**src/rtl/fmenc_pkg.sv**
```systemverilog
// Shared types, codes and the CRC-16/CCITT-FALSE byte update for the frame encoder.
package fmenc_pkg;

  localparam logic [1:0] ST_OK        = 2'd0;
  localparam logic [1:0] ST_TOO_LONG  = 2'd1;
  localparam logic [1:0] ST_NOT_OPEN  = 2'd2;
  localparam logic [1:0] ST_WAS_OPEN  = 2'd3;

  localparam logic [1:0] OP_HDR = 2'd0;
  localparam logic [1:0] OP_PAY = 2'd1;
  localparam logic [1:0] OP_ERR = 2'd2;

  localparam logic       CMD_HEADER  = 1'b0;
  localparam logic       CMD_PAYLOAD = 1'b1;

  localparam logic [1:0] REG_SYNC_FIRST  = 2'd0;
  localparam logic [1:0] REG_SYNC_SECOND = 2'd1;
  localparam logic [1:0] REG_VERSION     = 2'd2;
  localparam logic [1:0] REG_CAPACITY    = 2'd3;

  localparam logic [15:0] CRC_INIT = 16'hFFFF;
  localparam logic [15:0] CRC_POLY = 16'h1021;
  localparam logic [16:0] FRAME_OVERHEAD = 17'd10;
  localparam logic [16:0] CAPACITY_RESET = 17'd65545;

  localparam int QUEUE_DEPTH = 4;
  localparam int QPTR_W      = 2;

  typedef struct packed {
    logic        command;
    logic [7:0]  message_type;
    logic [15:0] sequence_req;
    logic [15:0] payload_length;
    logic [7:0]  data_byte;
  } in_item_t;

  typedef struct packed {
    logic [7:0] out_byte;
    logic       byte_valid;
    logic       last_of_run;
    logic       frame_end;
    logic [1:0] status;
  } out_item_t;

  typedef struct packed {
    logic [1:0]  op;
    logic [1:0]  status;
    logic        last;
    logic [7:0]  message_type;
    logic [15:0] sequence_req;
    logic [15:0] payload_length;
    logic [7:0]  data_byte;
  } cmd_t;

  typedef struct packed {
    logic [7:0] sync_first;
    logic [7:0] sync_second;
    logic [7:0] protocol_version;
  } frame_cfg_t;

  function automatic logic [15:0] crc_byte(input logic [15:0] crc_in, input logic [7:0] b);
    logic [15:0] c;
    c = crc_in ^ {b, 8'h00};
    for (int i = 0; i < 8; i++) begin
      if (c[15]) begin
        c = {c[14:0], 1'b0} ^ CRC_POLY;
      end else begin
        c = {c[14:0], 1'b0};
      end
    end
    return c;
  endfunction

endpackage

```
**src/rtl/fmenc_front.sv**
```systemverilog
// Front end: accepts items, tracks the open frame and classifies each item into a command.
module fmenc_front #(
  parameter int MAX_PAYLOAD = 256
) (
  input  logic               clk,
  input  logic               rst_n,
  input  logic               in_valid,
  output logic               in_stall,
  input  fmenc_pkg::in_item_t in_data,
  input  logic [16:0]        capacity,
  input  logic               q_full,
  output logic               q_push,
  output fmenc_pkg::cmd_t    q_cmd
);
  import fmenc_pkg::*;

  logic        open_r, open_nxt;
  logic [15:0] remain_r, remain_nxt;
  logic        too_long;
  logic [15:0] remain_dec;

  assign in_stall   = q_full;
  assign q_push     = in_valid && !q_full;
  assign remain_dec = remain_r - 16'd1;
  assign too_long   = ({1'b0, in_data.payload_length} > 17'(MAX_PAYLOAD)) ||
                      (({1'b0, in_data.payload_length} + FRAME_OVERHEAD) > capacity);

  always_comb begin
    open_nxt             = open_r;
    remain_nxt           = remain_r;
    q_cmd.op             = OP_ERR;
    q_cmd.status         = ST_OK;
    q_cmd.last           = 1'b0;
    q_cmd.message_type   = in_data.message_type;
    q_cmd.sequence_req   = in_data.sequence_req;
    q_cmd.payload_length = in_data.payload_length;
    q_cmd.data_byte      = in_data.data_byte;
    if (in_data.command == CMD_HEADER) begin
      if (open_r) begin
        q_cmd.status = ST_WAS_OPEN;
      end else if (too_long) begin
        q_cmd.status = ST_TOO_LONG;
      end else begin
        q_cmd.op   = OP_HDR;
        q_cmd.last = (in_data.payload_length == 16'd0);
        open_nxt   = (in_data.payload_length != 16'd0);
        remain_nxt = in_data.payload_length;
      end
    end else begin
      if (!open_r) begin
        q_cmd.status = ST_NOT_OPEN;
      end else begin
        q_cmd.op   = OP_PAY;
        q_cmd.last = (remain_dec == 16'd0);
        open_nxt   = (remain_dec != 16'd0);
        remain_nxt = remain_dec;
      end
    end
  end

  always_ff @(posedge clk) begin
    if (!rst_n) begin
      open_r   <= 1'b0;
      remain_r <= 16'd0;
    end else if (q_push) begin
      open_r   <= open_nxt;
      remain_r <= remain_nxt;
    end
  end

endmodule

```
**src/rtl/fmenc_queue.sv**
```systemverilog
// Short command queue between the front end and the byte serializer.
module fmenc_queue (
  input  logic            clk,
  input  logic            rst_n,
  input  logic            push,
  input  fmenc_pkg::cmd_t push_cmd,
  output logic            full,
  input  logic            pop,
  output logic            head_valid,
  output fmenc_pkg::cmd_t head_cmd
);
  import fmenc_pkg::*;

  cmd_t                mem_r [QUEUE_DEPTH];
  logic [QPTR_W-1:0]   wr_ptr_r, rd_ptr_r;
  logic [QPTR_W:0]     count_r, count_nxt;

  assign full       = (count_r == (QPTR_W+1)'(QUEUE_DEPTH));
  assign head_valid = (count_r != '0);
  assign head_cmd   = mem_r[rd_ptr_r];

  always_comb begin
    count_nxt = count_r;
    if (push && !pop) begin
      count_nxt = count_r + (QPTR_W+1)'(1);
    end else if (pop && !push) begin
      count_nxt = count_r - (QPTR_W+1)'(1);
    end
  end

  always_ff @(posedge clk) begin
    if (push) begin
      mem_r[wr_ptr_r] <= push_cmd;
    end
  end

  always_ff @(posedge clk) begin
    if (!rst_n) begin
      wr_ptr_r <= '0;
      rd_ptr_r <= '0;
      count_r  <= '0;
    end else begin
      if (push) wr_ptr_r <= wr_ptr_r + QPTR_W'(1);
      if (pop)  rd_ptr_r <= rd_ptr_r + QPTR_W'(1);
      count_r <= count_nxt;
    end
  end

endmodule

```
**src/rtl/fmenc_back.sv**
```systemverilog
// Back end: expands queued commands into frame bytes, runs the CRC, drives the output register.
module fmenc_back (
  input  logic                  clk,
  input  logic                  rst_n,
  input  fmenc_pkg::frame_cfg_t cfg,
  input  logic                  q_valid,
  input  fmenc_pkg::cmd_t       q_cmd,
  output logic                  q_pop,
  output logic                  out_valid,
  input  logic                  out_stall,
  output fmenc_pkg::out_item_t  out_data
);
  import fmenc_pkg::*;

  localparam logic [3:0] STEP_SYNC1  = 4'd0;
  localparam logic [3:0] STEP_SYNC2  = 4'd1;
  localparam logic [3:0] STEP_VER    = 4'd2;
  localparam logic [3:0] STEP_TYPE   = 4'd3;
  localparam logic [3:0] STEP_SEQ_LO = 4'd4;
  localparam logic [3:0] STEP_SEQ_HI = 4'd5;
  localparam logic [3:0] STEP_LEN_LO = 4'd6;
  localparam logic [3:0] STEP_LEN_HI = 4'd7;
  localparam logic [3:0] STEP_CRC_LO = 4'd8;
  localparam logic [3:0] STEP_CRC_HI = 4'd9;
  localparam logic [3:0] PSTEP_DATA   = 4'd0;
  localparam logic [3:0] PSTEP_CRC_LO = 4'd1;
  localparam logic [3:0] PSTEP_CRC_HI = 4'd2;

  logic [3:0]  step_r, step_nxt;
  logic [15:0] crc_r, crc_nxt, crc_in;
  logic        out_valid_r;
  out_item_t   out_data_r, item;
  logic        advance, fire, done;

  assign advance   = !out_valid_r || !out_stall;
  assign fire      = q_valid && advance;
  assign q_pop     = fire && done;
  assign out_valid = out_valid_r;
  assign out_data  = out_data_r;
  assign crc_in    = (step_r == STEP_VER) ? CRC_INIT : crc_r;

  always_comb begin
    item             = '0;
    item.byte_valid  = 1'b1;
    item.status      = ST_OK;
    crc_nxt          = crc_r;
    done             = 1'b0;
    unique case (q_cmd.op)
      OP_HDR: begin
        case (step_r)
          STEP_SYNC1:  item.out_byte = cfg.sync_first;
          STEP_SYNC2:  item.out_byte = cfg.sync_second;
          STEP_VER:    item.out_byte = cfg.protocol_version;
          STEP_TYPE:   item.out_byte = q_cmd.message_type;
          STEP_SEQ_LO: item.out_byte = q_cmd.sequence_req[7:0];
          STEP_SEQ_HI: item.out_byte = q_cmd.sequence_req[15:8];
          STEP_LEN_LO: item.out_byte = q_cmd.payload_length[7:0];
          STEP_LEN_HI: item.out_byte = q_cmd.payload_length[15:8];
          STEP_CRC_LO: item.out_byte = crc_r[7:0];
          default:     item.out_byte = crc_r[15:8];
        endcase
        if (step_r inside {[STEP_VER:STEP_LEN_HI]}) begin
          crc_nxt = crc_byte(crc_in, item.out_byte);
        end
        done            = q_cmd.last ? (step_r == STEP_CRC_HI) : (step_r == STEP_LEN_HI);
        item.frame_end  = (step_r == STEP_CRC_HI);
        if (item.frame_end) crc_nxt = CRC_INIT;
      end
      OP_PAY: begin
        case (step_r)
          PSTEP_DATA: begin
            item.out_byte = q_cmd.data_byte;
            crc_nxt       = crc_byte(crc_r, q_cmd.data_byte);
          end
          PSTEP_CRC_LO: item.out_byte = crc_r[7:0];
          default:      item.out_byte = crc_r[15:8];
        endcase
        done           = q_cmd.last ? (step_r == PSTEP_CRC_HI) : (step_r == PSTEP_DATA);
        item.frame_end = (step_r == PSTEP_CRC_HI);
        if (item.frame_end) crc_nxt = CRC_INIT;
      end
      default: begin
        item.byte_valid = 1'b0;
        item.status     = q_cmd.status;
        done            = 1'b1;
      end
    endcase
    item.last_of_run = done;
    step_nxt         = done ? 4'd0 : 4'(step_r + 4'd1);
  end

  always_ff @(posedge clk) begin
    if (fire) begin
      out_data_r <= item;
    end
  end

  always_ff @(posedge clk) begin
    if (!rst_n) begin
      out_valid_r <= 1'b0;
      step_r      <= 4'd0;
      crc_r       <= CRC_INIT;
    end else begin
      if (advance) out_valid_r <= q_valid;
      if (fire) begin
        step_r <= step_nxt;
        crc_r  <= crc_nxt;
      end
    end
  end

  a_end_is_last: assert property (@(posedge clk) disable iff (!rst_n)
    out_valid_r && out_data_r.frame_end |-> out_data_r.last_of_run && out_data_r.byte_valid)
    else $error("frame end byte not marked last or not valid");

  a_err_shape: assert property (@(posedge clk) disable iff (!rst_n)
    out_valid_r && !out_data_r.byte_valid |-> out_data_r.last_of_run &&
      out_data_r.status != ST_OK)
    else $error("error result malformed");

  a_pop_nonempty: assert property (@(posedge clk) disable iff (!rst_n)
    q_pop |-> q_valid)
    else $error("pop from empty queue");

  a_crc_restart: assert property (@(posedge clk) disable iff (!rst_n)
    fire && item.frame_end |=> crc_r == CRC_INIT && step_r == 4'd0)
    else $error("crc not restarted after frame end");

endmodule

```
**src/rtl/framed_message_encoder_crc16.sv**
```systemverilog
// Top level of the framed message encoder with CRC-16/CCITT-FALSE trailer.
// Each input item yields one or more output bytes, one per clock unless stalled: a header
// gives 8 bytes (10 with the CRC when its payload is empty), a payload byte gives 1 (3 on
// the last byte of the frame), a rejected item gives one error result. The output
// serializer sets the rate, one result per cycle unless stalled, so payload items flow at
// one per cycle and headers hold the output while their bytes go out; a 4-entry command
// queue between the classifier and the serializer lets input keep arriving meanwhile. An
// accepted item passes the queue memory, then the output register. Configuration
// registers sit at byte addresses 0, 4, 8, 12 and must only be written while idle.
module framed_message_encoder_crc16 #(
  parameter int MAX_PAYLOAD = 256
) (
  input  logic                  clk,
  input  logic                  rst_n,
  input  logic                  in_valid,
  output logic                  in_stall,
  input  fmenc_pkg::in_item_t   in_data,
  output logic                  out_valid,
  input  logic                  out_stall,
  output fmenc_pkg::out_item_t  out_data,
  input  logic                  psel,
  input  logic                  penable,
  input  logic                  pwrite,
  input  logic [3:0]            paddr,
  input  logic [31:0]           pwdata,
  output logic [31:0]           prdata,
  output logic                  pready
);
  import fmenc_pkg::*;

  logic [7:0]  sync_first_r, sync_second_r, version_r;
  logic [16:0] capacity_r;
  logic        cfg_wr;
  logic [1:0]  cfg_sel;
  frame_cfg_t  cfg;
  logic        q_full, q_push, q_pop, q_valid;
  cmd_t        push_cmd, head_cmd;

  assign pready  = 1'b1;
  assign cfg_sel = paddr[3:2];
  assign cfg_wr  = psel && penable && pwrite;

  always_comb begin
    unique case (cfg_sel)
      REG_SYNC_FIRST:  prdata = {24'd0, sync_first_r};
      REG_SYNC_SECOND: prdata = {24'd0, sync_second_r};
      REG_VERSION:     prdata = {24'd0, version_r};
      default:         prdata = {15'd0, capacity_r};
    endcase
  end

  always_ff @(posedge clk) begin
    if (!rst_n) begin
      sync_first_r  <= 8'd0;
      sync_second_r <= 8'd0;
      version_r     <= 8'd0;
      capacity_r    <= CAPACITY_RESET;
    end else if (cfg_wr) begin
      unique case (cfg_sel)
        REG_SYNC_FIRST:  sync_first_r  <= pwdata[7:0];
        REG_SYNC_SECOND: sync_second_r <= pwdata[7:0];
        REG_VERSION:     version_r     <= pwdata[7:0];
        default:         capacity_r    <= pwdata[16:0];
      endcase
    end
  end

  assign cfg.sync_first       = sync_first_r;
  assign cfg.sync_second      = sync_second_r;
  assign cfg.protocol_version = version_r;

  fmenc_front #(
    .MAX_PAYLOAD (MAX_PAYLOAD)
  ) u_front (
    .clk      (clk),
    .rst_n    (rst_n),
    .in_valid (in_valid),
    .in_stall (in_stall),
    .in_data  (in_data),
    .capacity (capacity_r),
    .q_full   (q_full),
    .q_push   (q_push),
    .q_cmd    (push_cmd)
  );

  fmenc_queue u_queue (
    .clk        (clk),
    .rst_n      (rst_n),
    .push       (q_push),
    .push_cmd   (push_cmd),
    .full       (q_full),
    .pop        (q_pop),
    .head_valid (q_valid),
    .head_cmd   (head_cmd)
  );

  fmenc_back u_back (
    .clk       (clk),
    .rst_n     (rst_n),
    .cfg       (cfg),
    .q_valid   (q_valid),
    .q_cmd     (head_cmd),
    .q_pop     (q_pop),
    .out_valid (out_valid),
    .out_stall (out_stall),
    .out_data  (out_data)
  );

endmodule

```
**config.mk**
```make
export PLATFORM = sky130hd
export DESIGN_NAME = framed_message_encoder_crc16
export DESIGN_NICKNAME = d
export VERILOG_FILES = /design/src/rtl/fmenc_pkg.sv /design/src/rtl/fmenc_front.sv /design/src/rtl/fmenc_queue.sv /design/src/rtl/fmenc_back.sv /design/src/rtl/framed_message_encoder_crc16.sv
export SDC_FILE = /design/constraint.sdc
export NUM_CORES = 1
export LEC_CHECK = 0
export ABC_AREA = 1
export BUFFER_PORTS_ARGS = -buffer_cell sky130_fd_sc_hd__buf_2
export CAP_MARGIN = 20
export CORE_MARGIN = 2
export CORE_UTILIZATION = 40
export DETAILED_ROUTE_END_ITERATION = 10
export PLACE_DENSITY_LB_ADDON = 0.1
export REMOVE_ABC_BUFFERS = 1
export SLEW_MARGIN = 20
export SYNTH_ARGS = -nofsm -noshare
export SYNTH_HDL_FRONTEND = slang
export SYNTH_SLANG_ARGS = --single-unit
```
**constraint.sdc**
```tcl
create_clock -name clk -period 4.09 [get_ports clk]
set_input_delay 0.409 -clock clk [delete_from_list [all_inputs] [get_ports clk]]
set_output_delay 0.409 -clock clk [all_outputs]
set_load 0.02 [all_outputs]
```
---- Yosys cells after proc, flatten, opt, wreduce, memory -nomap -nowiden ----
Memories as Yosys holds them, arrays and structs flattened. A register that Yosys moved wholly into a read port is not among the register bits.
Index checks and enable logic that the tools add are counted.
W data, S select, Z words.
storage, ports and cells
  bits in registers ....................... 99
  memory bits (writable) .................. 212
  bits of input ports ..................... 92
  output and inout bits ................... 48
  word-level logic and storage cells ...... 184
  memories kept ........................... 1
memories
  memory         depth  bits a word  read ports  clocked after memory_dff  write ports  line               RTL
  u_queue.mem_r  4      53           1           1                         1            fmenc_queue.sv:14  cmd_t mem_r [QUEUE_DEPTH];
operators by class
  add/subtract/negate cells ............... 7
  $lt $le $gt $ge ......................... 4
  eq/ne operators ......................... 18
  muxes and demuxes ....................... 85
  bitwise logic cells ..................... 19
  reduce and logical (&&, ||, !) cells .... 33
operator list
  operator                 count
  $mux W16                 37
  $mux W13                 16
  $pmux W8 S9              1
  $pmux W17 S3             1
  $not A3 Y3               16
  $logic_not A16 Y1        2
  $pmux W16 S2             1
  $pmux W8 S2              2
  $reduce_bool A16 Y1      2
  $xor A16 B16 Y16         2
  $add A16 B4 Y17 const B  1
  $gt A17 B17 Y1           1
  $eq A4 B3 Y1 const B     4
  $gt A16 B9 Y1 const B    1
  $sub A16 B1 Y16 const B  1
  $mux W2                  7
  $mux W1                  13
  $eq A4 B2 Y1 const B     2
  $eq A4 B4 Y1 const B     2
  $logic_and A1 B1 Y1      8
  $mux W8                  1
  $reduce_and A2 Y1        4
  $reduce_and A4 Y1        2
  $mux W3                  2
  other kinds (25)         37

---- Depth between registers and ports, before layout ----
  depth after elaboration ................. 37
  gate-level depth with buffers ........... 23
  depth with buffers taken out ............ 22

---- Hierarchy ----
A second synthesis with hierarchy kept.
unflattened totals
  cell total of the unflattened synthesis .. 1878
  area total of the unflattened synthesis .. 16749.8 sq um
modules (own cells, without submodules)
  module                        times used  cells each  area an instance (sq um)  seq. area each (sq um)
  fmenc_queue                   1           572         8480.6                    6546.3
  fmenc_back                    1           539         3470.8                    810.8
  fmenc_front                   1           438         2705.1                    340.3
  framed_message_encoder_crc16  1           329         2093.3                    820.8

---- Least setup slack after synthesis ----
Ideal clock, no wire load.
  path type ............................... flip-flop to flip-flop
  from .................................... register u_queue.count_r[0]
  to ...................................... memory u_queue.mem_r[0][0] (netlist bit) (enable)
  library setup time ...................... 0.464 ns
  arrival time ............................ 3.117 ns
  path slack .............................. 0.509 ns
  stages on the path, launching flop included .. 5
  buffers on the path ..................... 0
  period minus slack after synthesis ...... 3.581 ns
  cells stage by stage .................... dfxtp_1 > nor3_1 > nor2_1 > inv_1 > nor2_1
between the ends
  word-level cells in the longest chain between the ends .. 5
ends and longest elaborated chain
  element                        line                                RTL
  start, declared                fmenc_queue.sv:16                   logic [QPTR_W:0] count_r, count_nxt;
  start signal, assigned         fmenc_queue.sv:45                   count_r <= count_nxt;
  $eq A3 B3 Y1                   fmenc_queue.sv:18                   assign full = (count_r == (QPTR_W+1)'(QUEUE_DEPTH));
  net in_stall                   framed_message_encoder_crc16.sv:16  output logic in_stall,
  $logic_not A1 Y1               fmenc_front.sv:23                   assign q_push = in_valid && !q_full;
  $logic_and A1 B1 Y1            fmenc_front.sv:23
  net q_push                     framed_message_encoder_crc16.sv:36  logic q_full, q_push, q_pop, q_valid;
  $mux W1                        fmenc_queue.sv:32                   if (push) begin
  $mux W1 (not written as such)  fmenc_queue.sv:33                   mem_r[wr_ptr_r] <= push_cmd;
  end, declared                  fmenc_queue.sv:14
The timed path passes the listed nets, and every way through them passes these cells.

---- Worst setup path after layout ----
  from .................................... input in_data[10] (netlist bit)
  to ...................................... register u_front.remain_r[15]
between the ends
  word-level cells in the longest chain between the ends .. 5
ends and longest elaborated chain
  element                        line                                RTL
  start, declared                framed_message_encoder_crc16.sv:17  input fmenc_pkg::in_item_t in_data,
  $add A16 B4 Y17                fmenc_front.sv:26                   (({1'b0, in_data.payload_length} + FRAME_OVERHEAD) > capacity);
  $gt A17 B17 Y1                 fmenc_front.sv:26
  $logic_or A1 B1 Y1 *           fmenc_front.sv:25                   assign too_long = ({1'b0, in_data.payload_length} > 17'(MAX_PAYLOAD)) ||
  $ne A2 B2 Y1 (no line) *       -
  $reduce_and A4 Y1 (no line) *  -
  end signal, assigned           fmenc_front.sv:67                   remain_r <= remain_nxt;
  end, declared                  fmenc_front.sv:18                   logic [15:0] remain_r, remain_nxt;
Mark *: on every way between the ends. The rest lies on a longest branch, timed or not.
A chain may end at the register's enable or synchronous reset.

==> summary.md <==
| Metric | Value |
|---|---|
| Placed insts | `2427` |
| Top layer used by detailed routing | `met4` |
| RSZ-0062 raised after global routing | `no` |
| Die span in x | `slightly above 200 µm` |
| Share of power burned in the clock network | `0.248` |
| Asr flop ratio synth | `0` |
| Gate power share | `0.417` |
| GRT overflow | `0` |
| Worst path required time | `4.50 ns` |
| Lkg Pwr | `7.83 nW` |
| Part of the Yosys area used for sequential elements | `0.533` |
| Routed wirelength normalized by instance count | `17.4 µm` |
| Most common flop cell mapped by yosys | `sky130_fd_sc_hd__edfxtp_1` |
| Part of the cycle the worst path needs | `0.865` |
| Number of sinks on the clock net | `313` |
| Count of buffers inserted at the top-level ports | `between 100 and 150` |
| Final weighted congestion in routability-driven placement | `0.844` |
| Layout cells sized above 1 | `0.134` |
| Hold-fix buffer count after cts | `0` |
| Final period demand of the worst path | `3.54 ns` |
| Drt total wl | `43400 µm` |
| Met3 wire length | `2130 µm` |
| Post-CTS clock slew at the launch and capture registers of the worst setup and hold paths | `0.06 ns` |
| Worst-case setup slack after placement | `0.0641 ns` |
| Global-route wire length before repair | `66600 µm` |
| Violation count after the first detailed-route iteration | `817` |
| Clock latency on the worst-skew pair | `0.53 ns` |
| Count of flip-flops with a built-in enable after synthesis | `around 230` |
| Number of clock buffers inserted by TritonCTS | `37` |
| Hold Vio Cnt, Final | `0` |
| Die area | `41600 µm²` |
| Number of cells upsized or downsized after cts | `0` |
| Post-Syn Instances | `around 1800` |
| Inserted Diodes | `0` |
| Run status | `finished clean` |
| Slew HR | `0.419` |
| Clk buf depth | `3` |
| Count of pins on the block boundary | `140` |
| Number of global-route vias before repair | `11600` |
| Avg Cell Area, Syn | `8.68 µm²` |
| Max Clock Freq | `283 MHz` |
| Number of iterations in the first detailed-routing pass | `5` |
| Flop and latch count out of synthesis | `313` |
| FP Rows | `73` |
| Final cell count without fillers | `2489` |
| Combined global-route utilization of all metal layers | `0.209` |
| Hold/Removal Path Class | `in2reg` |
| Sw Ratio | `0.409` |
| Worst clock skew | `0.0254 ns` |
| Sequential share of power | `0.335` |
| Met2 routed WL | `20500 µm` |
| Total half-perimeter wirelength after legalization and detailed placement | `roughly 29000 µm` |
| CTS H-tree depth | `2` |
| Core Region | `about 40000 µm²` |
| CTS tree | `done` |
| Clk Tree Root Cell | `sky130_fd_sc_hd__clkbuf_16` |
| Internal power | `0.00736 W` |
| Count of final setup violators | `0` |
| Number of vias per cell | `approximately 5.0` |
| Largest net degree at the start of global routing | `75` |
| Antenna Violating Nets Remaining | `0` |
| Max-slew violation count | `0` |
| Worst vdd rail ir drop | `0.314 mV` |
| Pin slew with the least headroom to its limit | `0.872 ns` |
| PD cells | `688 nW/µm²` |
| Type of element launching the critical path | `input port` |
| Total of max-cap violations | `0` |
| Arr. time, crit path | `3.95 ns` |
| Met1 Routed Length | `between 15000 and 20000 µm` |
| Number of distinct library cell variants in the gate-level netlist after synthesis | `56` |
| Via count | `roughly 12000` |
| Post-CTS setup buffers | `0` |
| DRC violation count after routing | `0` |
| Area of the mapped netlist | `16000 µm²` |
| Number of nets in the layout | `roughly 2100` |
| Area growth from synthesis to layout | `13.0%` |
| Worst setup slack after layout | `between 0.5 and 0.6 ns` |
| Vertical extent of the die | `204 µm` |
| Endpoint type of the worst setup path | `flip-flop` |
| Crit Path Max Fanout | `8` |
| Starting density of the core | `0.403` |
| Crit Path Class | `in2reg` |
| Sw Pwr | `0.00508 W` |
| Number of warnings issued by yosys | `0` |
| Antenna violations before repair | `0` |
## layer usage
| metal | GRT usage | vias up |
|---|---|---|
| met5 | 0 | - |
| met4 | 0.0582 | 0 |
| met3 | 0.0305 | 61 |
| met2 | 0.350 | 292 |
| met1 | 0.282 | 5803 |
| li1 | - | 6225 |
## cells in the final DEF, fill, tap and decap left out, types with 3 or more instances in the layout
cell type	instances
sky130_fd_sc_hd__a21oi_1	87
sky130_fd_sc_hd__buf_2	106
sky130_fd_sc_hd__buf_4	21
sky130_fd_sc_hd__clkbuf_1	10
sky130_fd_sc_hd__clkbuf_16	37
sky130_fd_sc_hd__clkbuf_8	3
sky130_fd_sc_hd__clkinv_1	8
sky130_fd_sc_hd__clkinv_2	3
sky130_fd_sc_hd__conb_1	16
sky130_fd_sc_hd__dfxtp_1	86
sky130_fd_sc_hd__edfxtp_1	225
sky130_fd_sc_hd__ha_1	30
sky130_fd_sc_hd__inv_1	228
sky130_fd_sc_hd__inv_2	11
sky130_fd_sc_hd__nand2_1	453
sky130_fd_sc_hd__nand2_2	37
sky130_fd_sc_hd__nand2_4	4
sky130_fd_sc_hd__nand3_1	121
sky130_fd_sc_hd__nand3_2	5
sky130_fd_sc_hd__nand4_1	14
sky130_fd_sc_hd__nor2_1	162
sky130_fd_sc_hd__nor2_2	3
sky130_fd_sc_hd__nor2_4	11
sky130_fd_sc_hd__nor3_1	7
sky130_fd_sc_hd__nor4_1	4
sky130_fd_sc_hd__o2111ai_1	4
sky130_fd_sc_hd__o211ai_1	9
sky130_fd_sc_hd__o21a_1	3
sky130_fd_sc_hd__o21ai_0	146
sky130_fd_sc_hd__o21ai_1	14
sky130_fd_sc_hd__o22a_1	4
sky130_fd_sc_hd__o22ai_1	20
sky130_fd_sc_hd__o31ai_1	3
sky130_fd_sc_hd__xnor2_1	4
sky130_fd_sc_hd__xor2_1	28
sky130_fd_sc_hd__xor2_2	4
## cells in the mapped netlist, types with 20 or more instances
library cell                 n  area, µm²
sky130_fd_sc_hd__a21oi_1    87        435
sky130_fd_sc_hd__buf_2      27        135
sky130_fd_sc_hd__buf_4      22        165
sky130_fd_sc_hd__clkbuf_1   21       78.8
sky130_fd_sc_hd__dfxtp_1    88       1760
sky130_fd_sc_hd__edfxtp_1  225       6760
sky130_fd_sc_hd__ha_1       30        375
sky130_fd_sc_hd__inv_1     228        856
sky130_fd_sc_hd__nand2_1   453       1700
sky130_fd_sc_hd__nand2_2    37        231
sky130_fd_sc_hd__nand3_1   121        606
sky130_fd_sc_hd__nor2_1    166        623
sky130_fd_sc_hd__o21ai_0   146        731
sky130_fd_sc_hd__o22ai_1    20        125
sky130_fd_sc_hd__xor2_1     28        245
## critical path, stage by stage
cell and delay (ns):
sky130_fd_sc_hd__buf_2 0.18, sky130_fd_sc_hd__ha_1 0.21, sky130_fd_sc_hd__nor2_1 0.05, sky130_fd_sc_hd__nor2_1 0.15, sky130_fd_sc_hd__nand3_1 0.14, sky130_fd_sc_hd__nor3b_1 0.25, sky130_fd_sc_hd__buf_4 0.16, sky130_fd_sc_hd__nand3_1 0.09
sky130_fd_sc_hd__nor2_1 0.19, sky130_fd_sc_hd__nand2_1 0.09, sky130_fd_sc_hd__xor2_1 0.15, sky130_fd_sc_hd__ha_1 0.28, sky130_fd_sc_hd__nand2_1 0.07, sky130_fd_sc_hd__nor2_1 0.17, sky130_fd_sc_hd__nand2_1 0.09, sky130_fd_sc_hd__o311ai_0 0.31
sky130_fd_sc_hd__nand2_1 0.12, sky130_fd_sc_hd__nand2_1 0.17, sky130_fd_sc_hd__nand2_1 0.07, sky130_fd_sc_hd__nand2_1 0.15, sky130_fd_sc_hd__inv_1 0.20, sky130_fd_sc_hd__o21ai_0 0.20, sky130_fd_sc_hd__nor2_1 0.05
## metrics by stage
stage | util | power [W] | instance area, µm² | TNS [ns] | hold slack [ns]
after floorplan | - | 0.00788 | 15500 | -9.49 | 0.441
final | 0.456 | 0.0124 | 18100 | 0 | 0.0998
after detailed placement | 0.428 | 0.00944 | 17000 | 0 | 0.460
after global placement | 0.428 | 0.00938 | 17000 | 0 | 0.447
after global routing | 0.456 | 0.0134 | 18100 | 0 | 0.0808
after CTS | 0.456 | 0.0126 | 18100 | 0 | 0.0759
## logic make-up (layout without fill, tap and decap cells)
family / count (synthesis) / in the layout / share of synthesized area
flip-flops: 313 / 313 / 0.533
buffers and inverters: 327 / 434 / 0.0896
adder cells (fa/ha/maj): 31 / 31 / 0.0247
other: 2 / 16 / 0.000470
AND/OR/NAND/NOR: 825 / 825 / 0.221
XOR/XNOR: 39 / 39 / 0.0253
AO/OA/AOI/OAI: 306 / 306 / 0.106
## power groups by stage
stage / Clock [W] / Sequential [W] / Combinational (W)
2_1_floorplan: 0 / 0.00431 / 0.00357
3_3_place_gp: 0 / 0.00423 / 0.00516
3_5_place_dp: 0 / 0.00424 / 0.00521
4_1_cts: 0.00317 / 0.00417 / 0.00523
5_1_grt: 0.00329 / 0.00422 / 0.00586
6_report: 0.00309 / 0.00417 / 0.00519
## worst paths after layout
path / startpoint / end / slack (ns) / cells past startpoint
max: in_data[10] / u_front.remain_r[15] / 0.55 / 23
min: in_data[4] / u_queue.mem_r[3][4] / 0.1 / 1
max reg2reg: flip-flop / u_queue.count_r[1] / 0.67 / 14
min reg2reg: u_queue.rd_ptr_r[1] / flip-flop / 0.47 / 2
## flip-flops by register name, indices dropped and copies added, names as in the netlist, 2 cells and up, named ones only
name              count
u_back.out_data      13
u_back.crc_r         16
u_queue.wr_ptr_r      2
u_queue.mem_r       212
capacity_r           17
u_queue.rd_ptr_r      2
u_front.remain_r     16
u_back.step_r         4
u_queue.count_r       3
sync_second_r         8
version_r             8
sync_first_r          8
## layout make-up
type / count / area (µm²)
Inverter: 243 / 915
Sequential cell: 313 / 8520
Fill cell: 3880 / 21600
Multi-Input combinational cell: 1217 / 6130
Tap cell: 525 / 657
Timing Repair Buffer: 129 / 728
Clock inverter: 12 / 111
Clock buffer: 50 / 1000
Note: power is estimated with default switching activity, not from simulation.
